`config.mk`:
```
export PLATFORM = sky130hd
export DESIGN_NAME = chapter_heading_scanner
export DESIGN_NICKNAME = d
export VERILOG_FILES = /design/src/chs_pkg.sv /design/src/chapter_heading_scanner.sv
export SDC_FILE = /design/constraint.sdc
export NUM_CORES = 1
export LEC_CHECK = 0
export ABC_AREA = 1
export BUFFER_PORTS_ARGS = -buffer_cell sky130_fd_sc_hd__buf_2
export CORE_MARGIN = 2
export CORE_UTILIZATION = 42
export CTS_BUF_LIST = sky130_fd_sc_hd__clkbuf_16
export DETAILED_ROUTE_END_ITERATION = 16
export GPL_ROUTABILITY_DRIVEN = 0
export GPL_TIMING_DRIVEN = 0
export PLACE_DENSITY_LB_ADDON = 0.1
export SLEW_MARGIN = 5
export SYNTH_ARGS = -nofsm -noshare
export SYNTH_HDL_FRONTEND = slang
export SYNTH_SLANG_ARGS = --single-unit
```
`constraint.sdc`:
```
create_clock -name clock -period 16.1 [get_ports clock]
set_input_delay 4.025 -clock clock [delete_from_list [all_inputs] [get_ports clock]]
set_output_delay 4.025 -clock clock [all_outputs]
set_load 0.02 [all_outputs]
```
`src/chs_pkg.sv`:
```
// Shared constants, codes and types of the chapter heading scanner.
package chs_pkg;

   localparam int MAX_LINE_BYTES = 60;
   localparam int TITLE_CHARS    = 20;
   localparam int MAX_ENTRIES    = 30;
   localparam int TITLE_BYTES    = 64;
   localparam int STORE_DEPTH    = MAX_LINE_BYTES + 4;
   localparam int LEN_TOO_LONG   = STORE_DEPTH + 1;

   localparam int ADDR_W  = $clog2(STORE_DEPTH);
   localparam int LEN_W   = $clog2(LEN_TOO_LONG + 1);
   localparam int CHARS_W = $clog2(TITLE_CHARS + 1);

   localparam int REQ_DATA_W = 8;
   localparam int RSP_DATA_W = 72;
   localparam int SKIP_W     = 16;
   localparam int COUNT_W    = 16;
   localparam int POS_W      = 32;
   localparam int SLOT_W     = 5;

   localparam logic [7:0] BYTE_LF      = 8'h0A;
   localparam logic [7:0] BYTE_CR      = 8'h0D;
   localparam logic [7:0] BYTE_DIGIT_0 = 8'h30;
   localparam logic [7:0] BYTE_DIGIT_9 = 8'h39;
   localparam logic [7:0] BYTE_LEAD3   = 8'hE0;
   localparam logic [7:0] BYTE_E7      = 8'hE7;
   localparam logic [7:0] BYTE_AC      = 8'hAC;
   localparam logic [7:0] BYTE_AB      = 8'hAB;
   localparam logic [7:0] BYTE_A0      = 8'hA0;
   localparam logic [7:0] BOM_0        = 8'hEF;
   localparam logic [7:0] BOM_1        = 8'hBB;
   localparam logic [7:0] BOM_2        = 8'hBF;

   typedef enum logic [3:0] {
      ST_IDLE,
      ST_HDR0,
      ST_HDR1,
      ST_HDR2,
      ST_HDR3,
      ST_HDR4,
      ST_CAND,
      ST_M0,
      ST_M1,
      ST_M2,
      ST_DIG,
      ST_E1,
      ST_E2,
      ST_TREAD,
      ST_TLOAD
   } state_type;

endpackage

```
`src/chapter_heading_scanner.sv`:
```
// Chapter heading scanner: line splitting, heading match and title output over one line memory.
// A byte that does not close a line leaves the scanner idle. A closing byte starts the header
// reads (HDR0 to HDR4), then a pattern scan over the line bytes, then a read and a load state
// per title byte, all through the single read port of the line memory. No new byte is taken
// until the pass ends; the last title byte may still wait in the output register. Synchronous
// reset, active high, clears counters, position and the output valid flag and sets the BOM flag.
module chapter_heading_scanner (
   input  logic                           clock,
   input  logic                           reset,
   input  logic                           csr_we,
   input  logic [chs_pkg::SKIP_W-1:0]     csr_wdata,   // skip_count
   input  logic                           req_tvalid,
   output logic                           req_tready,
   input  logic [chs_pkg::REQ_DATA_W-1:0] req_tdata,   // data_byte
   input  logic                           req_tuser,   // new_file
   input  logic                           req_tlast,   // end_of_file
   output logic                           rsp_tvalid,
   input  logic                           rsp_tready,
   // chapter_number[15:0], line_offset[47:16], slot[52:48], title_byte[60:53],
   // stored_count[65:61], zero fill[71:66]
   output logic [chs_pkg::RSP_DATA_W-1:0] rsp_tdata,
   output logic                           rsp_tlast    // last_of_title
);
   import chs_pkg::*;

   logic [7:0] mem [STORE_DEPTH];
   logic              mem_we;
   logic [ADDR_W-1:0] mem_waddr;
   logic [ADDR_W-1:0] rd_addr;
   logic [7:0]        rd_data_ff;

   state_type state_ff, state_in;
   logic [SKIP_W-1:0]  skip_count_ff, skip_count_in;
   logic [LEN_W-1:0]   line_length_ff, line_length_in;
   logic [POS_W-1:0]   line_start_ff, line_start_in;
   logic [POS_W-1:0]   byte_position_ff, byte_position_in;
   logic [COUNT_W-1:0] heading_count_ff, heading_count_in;
   logic [SLOT_W-1:0]  saved_count_ff, saved_count_in;
   logic               bom_pending_ff, bom_pending_in;
   logic [LEN_W-1:0]   raw_ff, raw_in;
   logic [2:0]         hdr_ff, hdr_in;
   logic               strip_ff, strip_in;
   logic [LEN_W-1:0]   n_ff, n_in;
   logic [LEN_W-1:0]   i_ff, i_in;
   logic [LEN_W-1:0]   p_ff, p_in;
   logic               dig_first_ff, dig_first_in;
   logic [LEN_W-1:0]   j_ff, j_in;
   logic [LEN_W-1:0]   bound_ff, bound_in;
   logic [CHARS_W-1:0] chars_ff, chars_in;
   logic                  rsp_tvalid_ff, rsp_tvalid_in;
   logic [RSP_DATA_W-1:0] rsp_tdata_ff, rsp_tdata_in;
   logic                  rsp_tlast_ff, rsp_tlast_in;

   logic [LEN_W-1:0]   base;
   logic [LEN_W-1:0]   eff_len;
   logic [LEN_W-1:0]   e_len;
   logic [LEN_W-1:0]   len_inc;
   logic [LEN_W-1:0]   n_calc;
   logic [LEN_W-1:0]   bound_next;
   logic [CHARS_W-1:0] chars_next;
   logic [POS_W-1:0]   pos_eff;
   logic [SLOT_W-1:0]  saved_eff;
   logic               is_digit;
   logic               is_lead3;
   logic               strip_calc;
   logic               title_last;
   logic               out_free;
   logic [COUNT_W-1:0] count_sat;

   assign base       = strip_ff ? LEN_W'(3) : LEN_W'(0);
   assign is_digit   = (rd_data_ff >= BYTE_DIGIT_0) && (rd_data_ff <= BYTE_DIGIT_9);
   assign is_lead3   = rd_data_ff >= BYTE_LEAD3;
   assign out_free   = !rsp_tvalid_ff || rsp_tready;
   assign count_sat  = (heading_count_ff != '1) ? heading_count_ff + 1'b1 : heading_count_ff;
   assign req_tready = (state_ff == ST_IDLE);
   assign rsp_tvalid = rsp_tvalid_ff;
   assign rsp_tdata  = rsp_tdata_ff;
   assign rsp_tlast  = rsp_tlast_ff;

   always_ff @(posedge clock) begin
      if (mem_we) begin
         mem[mem_waddr] <= req_tdata;
      end
      rd_data_ff <= mem[rd_addr];
   end

   always_ff @(posedge clock) begin
      if (reset) begin
         state_ff         <= ST_IDLE;
         skip_count_ff    <= '0;
         line_length_ff   <= '0;
         line_start_ff    <= '0;
         byte_position_ff <= '0;
         heading_count_ff <= '0;
         saved_count_ff   <= '0;
         bom_pending_ff   <= 1'b1;
         rsp_tvalid_ff    <= 1'b0;
      end else begin
         state_ff         <= state_in;
         skip_count_ff    <= skip_count_in;
         line_length_ff   <= line_length_in;
         line_start_ff    <= line_start_in;
         byte_position_ff <= byte_position_in;
         heading_count_ff <= heading_count_in;
         saved_count_ff   <= saved_count_in;
         bom_pending_ff   <= bom_pending_in;
         rsp_tvalid_ff    <= rsp_tvalid_in;
      end
      raw_ff       <= raw_in;
      hdr_ff       <= hdr_in;
      strip_ff     <= strip_in;
      n_ff         <= n_in;
      i_ff         <= i_in;
      p_ff         <= p_in;
      dig_first_ff <= dig_first_in;
      j_ff         <= j_in;
      bound_ff     <= bound_in;
      chars_ff     <= chars_in;
      rsp_tdata_ff <= rsp_tdata_in;
      rsp_tlast_ff <= rsp_tlast_in;
   end

   always_comb begin
      state_in         = state_ff;
      skip_count_in    = csr_we ? csr_wdata : skip_count_ff;
      line_length_in   = line_length_ff;
      line_start_in    = line_start_ff;
      byte_position_in = byte_position_ff;
      heading_count_in = heading_count_ff;
      saved_count_in   = saved_count_ff;
      bom_pending_in   = bom_pending_ff;
      raw_in           = raw_ff;
      hdr_in           = hdr_ff;
      strip_in         = strip_ff;
      n_in             = n_ff;
      i_in             = i_ff;
      p_in             = p_ff;
      dig_first_in     = dig_first_ff;
      j_in             = j_ff;
      bound_in         = bound_ff;
      chars_in         = chars_ff;
      rsp_tvalid_in    = rsp_tvalid_ff && !rsp_tready;
      rsp_tdata_in     = rsp_tdata_ff;
      rsp_tlast_in     = rsp_tlast_ff;
      mem_we           = 1'b0;
      mem_waddr        = ADDR_W'(line_length_ff);
      rd_addr          = '0;

      eff_len    = req_tuser ? '0 : line_length_ff;
      pos_eff    = req_tuser ? '0 : byte_position_ff;
      saved_eff  = req_tuser ? '0 : saved_count_ff;
      len_inc    = (eff_len < LEN_W'(LEN_TOO_LONG)) ? eff_len + 1'b1 : eff_len;
      e_len      = raw_ff - ((rd_data_ff == BYTE_CR) ? LEN_W'(1) : LEN_W'(0));
      strip_calc = bom_pending_ff && (e_len >= LEN_W'(3)) && (hdr_ff == 3'b111);
      n_calc     = e_len - (strip_calc ? LEN_W'(3) : LEN_W'(0));

      if (j_ff == bound_ff) begin
         chars_next = chars_ff + 1'b1;
         bound_next = j_ff + (is_lead3 ? LEN_W'(3) : LEN_W'(1));
      end else begin
         chars_next = chars_ff;
         bound_next = bound_ff;
      end
      title_last = (j_ff + 1'b1 == n_ff)
                || ((j_ff + 1'b1 == bound_next) && (chars_next == CHARS_W'(TITLE_CHARS)))
                || (j_ff + 1'b1 == LEN_W'(TITLE_BYTES - 1));

      unique case (state_ff)
         ST_IDLE: begin
            if (req_tvalid) begin
               if (req_tuser) begin
                  line_length_in   = '0;
                  line_start_in    = '0;
                  byte_position_in = '0;
                  heading_count_in = '0;
                  saved_count_in   = '0;
                  bom_pending_in   = 1'b1;
               end
               if (saved_eff < SLOT_W'(MAX_ENTRIES)) begin
                  if (eff_len == '0) begin
                     line_start_in = pos_eff;
                  end
                  byte_position_in = pos_eff + 1'b1;
                  if (req_tdata == BYTE_LF) begin
                     raw_in         = eff_len;
                     line_length_in = '0;
                     state_in       = (eff_len == '0) ? ST_IDLE : ST_HDR0;
                  end else begin
                     mem_we    = eff_len < LEN_W'(STORE_DEPTH);
                     mem_waddr = ADDR_W'(eff_len);
                     if (req_tlast) begin
                        raw_in         = len_inc;
                        line_length_in = '0;
                        state_in       = ST_HDR0;
                     end else begin
                        line_length_in = len_inc;
                     end
                  end
               end
            end
         end
         ST_HDR0: begin
            rd_addr  = ADDR_W'(0);
            state_in = ST_HDR1;
         end
         ST_HDR1: begin
            rd_addr   = ADDR_W'(1);
            hdr_in[0] = rd_data_ff == BOM_0;
            state_in  = ST_HDR2;
         end
         ST_HDR2: begin
            rd_addr   = ADDR_W'(2);
            hdr_in[1] = rd_data_ff == BOM_1;
            state_in  = ST_HDR3;
         end
         ST_HDR3: begin
            rd_addr   = ADDR_W'(raw_ff - 1'b1);
            hdr_in[2] = rd_data_ff == BOM_2;
            state_in  = ST_HDR4;
         end
         ST_HDR4: begin
            state_in = ST_IDLE;
            if (raw_ff >= LEN_W'(LEN_TOO_LONG)) begin
               if (bom_pending_ff && (hdr_ff == 3'b111)) begin
                  bom_pending_in = 1'b0;
               end
            end else begin
               if (strip_calc) begin
                  bom_pending_in = 1'b0;
               end
               strip_in = strip_calc;
               n_in     = n_calc;
               i_in     = '0;
               if ((n_calc != '0) && (n_calc <= LEN_W'(MAX_LINE_BYTES))) begin
                  state_in = ST_CAND;
               end
            end
         end
         ST_CAND: begin
            rd_addr = ADDR_W'(base + i_ff);
            if ({1'b0, i_ff} + (LEN_W + 1)'(6) < {1'b0, n_ff}) begin
               state_in = ST_M0;
            end else begin
               state_in = ST_IDLE;
            end
         end
         ST_M0: begin
            rd_addr = ADDR_W'(base + i_ff + LEN_W'(1));
            if (rd_data_ff == BYTE_E7) begin
               state_in = ST_M1;
            end else begin
               i_in     = i_ff + (is_lead3 ? LEN_W'(3) : LEN_W'(1));
               state_in = ST_CAND;
            end
         end
         ST_M1: begin
            rd_addr = ADDR_W'(base + i_ff + LEN_W'(2));
            if (rd_data_ff == BYTE_AC) begin
               state_in = ST_M2;
            end else begin
               i_in     = i_ff + LEN_W'(3);
               state_in = ST_CAND;
            end
         end
         ST_M2: begin
            rd_addr = ADDR_W'(base + i_ff + LEN_W'(3));
            if (rd_data_ff == BYTE_AC) begin
               p_in         = i_ff + LEN_W'(3);
               dig_first_in = 1'b1;
               state_in     = ST_DIG;
            end else begin
               i_in     = i_ff + LEN_W'(3);
               state_in = ST_CAND;
            end
         end
         ST_DIG: begin
            rd_addr  = ADDR_W'(base + p_ff + LEN_W'(1));
            i_in     = i_ff + LEN_W'(3);
            state_in = ST_CAND;
            if (is_digit) begin
               if (p_ff + LEN_W'(1) < n_ff) begin
                  p_in         = p_ff + LEN_W'(1);
                  dig_first_in = 1'b0;
                  i_in         = i_ff;
                  state_in     = ST_DIG;
               end
            end else if (!dig_first_ff && (rd_data_ff == BYTE_E7)
                         && (p_ff + LEN_W'(2) < n_ff)) begin
               i_in     = i_ff;
               state_in = ST_E1;
            end
         end
         ST_E1: begin
            rd_addr = ADDR_W'(base + p_ff + LEN_W'(2));
            if (rd_data_ff == BYTE_AB) begin
               state_in = ST_E2;
            end else begin
               i_in     = i_ff + LEN_W'(3);
               state_in = ST_CAND;
            end
         end
         ST_E2: begin
            if (rd_data_ff != BYTE_A0) begin
               i_in     = i_ff + LEN_W'(3);
               state_in = ST_CAND;
            end else if (heading_count_ff >= skip_count_ff) begin
               j_in     = '0;
               bound_in = '0;
               chars_in = '0;
               state_in = ST_TREAD;
            end else begin
               heading_count_in = count_sat;
               state_in         = ST_IDLE;
            end
         end
         ST_TREAD: begin
            rd_addr  = ADDR_W'(base + j_ff);
            state_in = ST_TLOAD;
         end
         ST_TLOAD: begin
            rd_addr = ADDR_W'(base + j_ff);
            if (out_free) begin
               rsp_tvalid_in = 1'b1;
               rsp_tdata_in  = {6'b0, saved_count_ff + 1'b1, rd_data_ff, saved_count_ff,
                                line_start_ff, heading_count_ff};
               rsp_tlast_in  = title_last;
               if (title_last) begin
                  saved_count_in   = saved_count_ff + 1'b1;
                  heading_count_in = count_sat;
                  state_in         = ST_IDLE;
               end else begin
                  j_in     = j_ff + 1'b1;
                  bound_in = bound_next;
                  chars_in = chars_next;
                  state_in = ST_TREAD;
               end
            end
         end
         default: begin
            state_in = ST_IDLE;
         end
      endcase
   end

endmodule

```
-- Word-level counts from Yosys, hierarchy flattened
Memories as Yosys holds them, arrays and structs flattened. A register that Yosys moved wholly into a read port is not among the register bits.
Cells that the tools add are included.
- $lt $le $gt $ge: 13
- equality and inequality tests: 52
- multiplexer cells: 100
- bitwise operators: 1
- $add $sub $neg: 23
- reductions and logical operators: 38
- operators with widths (cell ; number):
    two-way mux 7 bit ; 25
    two-way mux 32 bit ; 5
    two-way mux 16 bit ; 7
    two-way mux 4 bit ; 15
    one-hot mux 4 bit (15 select lines) ; 1
    one-hot mux 6 bit (10 select lines) ; 1
    equality test 8 bit (second input constant) ; 6
    one-hot mux 16 bit (3 select lines) ; 1
    two-way mux 5 bit ; 9
    one-hot mux 7 bit (2 select lines) ; 3
    one-hot mux 7 bit (6 select lines) ; 1
    adder 32 x 1 -> 32 bit (second input constant) ; 1
    inequality test 2 bit (second input constant) ; 15
    equality test 4 bit (second input constant) ; 7
    two-way mux 6 bit ; 4
    adder 7 x 1 -> 7 bit (second input constant) ; 3
    equality test 7 bit ; 3
    one-hot mux 5 bit (2 select lines) ; 2
    adder 2 x 6 -> 6 bit ; 3
    adder 6 x 2 -> 6 bit (second input constant) ; 3
    two-way mux 1 bit ; 18
    adder 16 x 1 -> 16 bit (second input constant) ; 1
    equality test 4 x 3 -> 1 bit (second input constant) ; 4
    equality test 8 x 4 -> 1 bit (second input constant) ; 2
    other kinds (48) ; 87
- bits in writable memories: 512
- word-level logic and storage cells: 251
- memories: 1
- flip-flop bits (word level): 233
- input port bits: 31
- output and inout bits: 75
- memories (name ; words ; width ; read ports ; clocked after memory_dff ; wr ports ; line ; RTL):
    mem ; 64 ; 8 ; 1 ; 1 ; 1 ; chapter_heading_scanner.sv:26 ; logic [7:0] mem [STORE_DEPTH];

-- Depth between registers and ports, before layout
- depth in word-level cells: 13
- gate-level depth with buffers: 26
- depth with buffers taken out: 26

-- Least setup slack after synthesis
No wires, ideal clock.
- path kind: input to register
- from: in rsp_tready
- to: reg rsp_tdata_ff[0] (netlist: rsp_tdata[0]) (enable)
- arrival: 7.340 ns
- buffers on the path: 0
- stages on the path: 2
- required time: 15.586 ns
- setup time: 0.514 ns
- setup slack: 8.245 ns
- cell sequence: inv_1 -> a21oi_1
- word-level cells in the longest chain between the ends: 2
- RTL lines (item ; line ; RTL):
    start: declaration ; chapter_heading_scanner.sv:18 ; input logic rsp_tready,
    logical OR 1 bit ; chapter_heading_scanner.sv:73 ; assign out_free = !rsp_tvalid_ff || rsp_tready;
    AND reduction 2 bit (no source line) ; - ;
    end signal: assignment ; chapter_heading_scanner.sv:119 ; rsp_tdata_ff <= rsp_tdata_in;
    end: declaration ; chapter_heading_scanner.sv:51 ; logic [RSP_DATA_W-1:0] rsp_tdata_ff, rsp_tdata_in;
Every way passes these cells.
A chain may end at the register's enable or synchronous reset.

-- Worst setup path after layout
- from: in req_tdata[6] (netlist bit)
- to: mem mem[10][4] (enable)
- word-level cells in the longest chain between the ends: 7
- elaborated cells between the ends (all ways): 11
- those cells by class: 1 x eq/ne; 10 x mux
- RTL lines (item ; line ; RTL):
    start: declaration ; chapter_heading_scanner.sv:14 ; input logic [chs_pkg::REQ_DATA_W-1:0] req_tdata,
    equality test 8 x 4 -> 1 bit * ; chapter_heading_scanner.sv:184 ; if (req_tdata == BYTE_LF) begin
    two-way mux 1 bit ; chapter_heading_scanner.sv:184 ;
    two-way mux 1 bit ; chapter_heading_scanner.sv:179 ; if (saved_eff < SLOT_W'(MAX_ENTRIES)) begin
    two-way mux 1 bit ; chapter_heading_scanner.sv:170 ; if (req_tvalid) begin
    two-way mux 1 bit ; chapter_heading_scanner.sv:168 ; unique case (state_ff)
    two-way mux 1 bit ; chapter_heading_scanner.sv:81 ; if (mem_we) begin
    two-way mux 1 bit (not written as such) ; chapter_heading_scanner.sv:82 ; mem[mem_waddr] <= req_tdata;
    end: declaration ; chapter_heading_scanner.sv:26 ;
Every way passes the cells marked *; elsewhere a longest branch is shown, timed or not.

==> flow_summary.ini <==
[pwr]
totalPowerFinal_uw = 4610
ir_drop_v = 0.000105
p_leak_uw = 0.0155
power_density_nw_per_um2 = 115

[floorplanning]
rows = 106
core_um2 = 83400
die_h_um = 294
io-pin-count = 106
dieArea_um2 = 86500
die_x_um = 294
start_util_pct = 42.4

[finish]
drive_gt1_share_pct = 9.23
multi_input_area_um2 = 11600
n_antenna_cell = 0
area_growth_syn_to_layout_pct = 13.4
final_cell_mix = 797 x nand2_1, 631 x edfxtp_1, 462 x nor2_1, 425 x inv_1, 358 x nand3_1
nFillCells = 7852
layout_commonest_cell = nand2_1
finalInstanceArea_um2 = 40100
seqCellArea_um2 = 21400
nNetsFinal = 3975

[synth]
synth-main-ff-cell = edfxtp_1
synth_seq_cells = 753
synth_top_area_cell = edfxtp_1
ys_top_cells_by_area = edfxtp_1 54%, nand2_1 8.5%, dfxtp_1 6.9%
yosysSeqAreaShare_pct = 60.5
yosysUniqueCellTypes = 52
synth_edf_count = 631
yosys_warnings = 0
syn_area_um2 = 35300
avgSynthCellArea_um2 = 9.61
netlist_instances = 3678
postSynth.asyncResetShare_pct = 0
synth.top_cell.area_share_pct = 53.6

[setup_path]
arrival_ns = 7.50
slowest_stage = nor2_1
criticalPathCategory = in2reg
path_cells = buf_2 -> buf_12 -> nor4_1 -> nand2_1 -> nand2_1 -> nor3_1 -> buf_2 -> nand2_1 -> nor2_1
path_common_cell = nand2_1
cp_num_buf_inv = 3
cp_slowest_stage_delay_ns = 0.96
startpoint_type = primary input
critPathMaxFanout = 33
r2r_cells = 16
crit_family = simple AND/OR/NAND/NOR gates
cp-end-kind = flip-flop
crit_cells = 9
crit_required_ns = 16.36

[sta]
fin_setup_tns_ns = 0
max_freq_ghz = 0.138
tightest_slew_ns = 1.23
min_period_ns = 7.24
final_max_slew_viol_count = 0
relSlewSlack_pct = 17.7
timing.final.crit_share_pct = 45.0
fin_skew_ns = 0.0349
finalWorstSetupSlack_ns = 8.86
setup_viol = 0
hold_viol_final = 0
rsz0062_at_grt = false

[global_route]
grt_pass1_wl_mm = 162
grt_pass1_vias = 25119
grt_overflow = 0
antenna_found_initial = 1
grt_usage_pct = 25.5
grt_max_degree = 66

[drt]
wl_per_cell_um = 22.1
post_drt_via_cell_ratio = 5.33
post-route-drc-count = 0
drtIter0Drc = 2617
num_vias = 26767
firstDrtPassIters = 5
drtAntennaViolNets = 0
wl_mm = 111

[flow_run]
drv_cap = 0

[cts]
htree_levels = 3
cts_tree = built
cts_buffers = 84
clock_path_buffers = 3
ctsHoldBuffers = 0
clockRootBuffer = clkbuf_16
clock_latency_ns = 0.65
clk_pin_slew_ns = 0.06
cts_resized = 0
post_cts_buffers = 0
clock-sinks = 753

[place]
dpl_cell_area_um2 = 37400
place_ws_ns = 8.34
hpwl_mm = 77.9
io_buffer_count = 97

[outcome]
outcome = finished clean

[hold_path]
min-delay-path-class = reg2reg
hold_depth = 0
[kinds of logic after synthesis]
logic type                 after synthesis  share of synthesized area, %
buffers and inverters                  587                          6.73
and+or+nand+nor                       1762                          21.2
AOI/OAI and AO/OA                      445                          7.47
adders and majority gates               71                          2.64
xor gates and xnor gates                59                          1.46
DFF                                    753                          60.5
other                                    1                        0.0106
[layout make-up]
| class | instances | area share [%] |
|---|---|---|
| timing repair buffer | 104 | 1.57 |
| sequential | 753 | 53.4 |
| clock buffer | 85 | 5.31 |
| clock inverter | 70 | 1.48 |
| inverter | 429 | 4.02 |
| tap | 1080 | 3.37 |
| multi-input combinational | 2343 | 29.0 |
| buffer | 158 | 1.92 |
[power by group]
part / switching (µW) / internal (µW) / leakage, µW
registers: 34.5 / 2160 / 0.00673
logic: 381 / 131 / 0.00743
clock network: 813 / 1090 / 0.00138
total: 1230 / 3380 / 0.0155
[routing by layer]
metal,track usage (%),part of all wire [%],vias up
li1,-,-,12852
met1,33.4,42,12733
met2,42.2,47,964
met3,3.90,6.8,218
met4,10.9,4.4,0
met5,0,0,-
[Yosys cell counts, types with 2 or more instances]
library cell / instances
clkinv_1: 2
nand4_1: 60
nor2_2: 5
xor2_1: 48
o21ai_0: 165
o21ai_1: 23
or2_2: 6
buf_4: 18
a21o_1: 4
nand3_4: 2
nor2_1: 462
nand2_2: 4
nand3_2: 2
xnor2_1: 11
o21a_1: 6
edfxtp_1: 631
nand2_1: 797
inv_2: 18
nor2_4: 7
fa_1: 6
inv_1: 409
nor4_1: 11
o211ai_1: 104
nand3b_1: 2
ha_1: 65
o22ai_1: 7
clkbuf_1: 55
o21bai_1: 5
a31oi_1: 13
buf_1: 13
buf_6: 3
dfxtp_1: 122
a211oi_1: 28
a21oi_1: 85
nor3_1: 37
nand3_1: 358
buf_2: 69
[flip-flops by register name, summed over array words and instances (netlist names), 8 cells and up]
| register | flops |
|---|---|
| heading_count_ff | 16 |
| rd_data_ff | 8 |
| mem | 512 |
| line_start_ff | 32 |
| rsp_tdata | 66 |
| byte_position_ff | 32 |
| skip_count_ff | 16 |
[through the flow]
stage / hold WS, ns / instances / util (%)
floorplan: 0.409 / 3683 / -
global placement: 0.415 / 4860 / 44.6
detailed placement: 0.415 / 4867 / 44.8
CTS: 0.434 / 5022 / 48.0
global route: 0.435 / 5022 / 48.0
finish: 0.429 / 5022 / 48.0
[final timing paths]
kind                                               startpoint                       to  slack, ns
worst max-delay path                             req_tdata[6]     mem[10][4]$_DFFE_PP_       8.86
worst min-delay path            line_start_ff[4]$_SDFFE_PP0P_  rsp_tdata[20]$_DFFE_PP_       0.43
worst max register to register             strip_ff$_DFFE_PP_    rd_data_ff[6]$_DFF_P_      10.85
worst min register to register  line_start_ff[4]$_SDFFE_PP0P_  rsp_tdata[20]$_DFFE_PP_       0.43
Power figures use the tool's default switching activity.
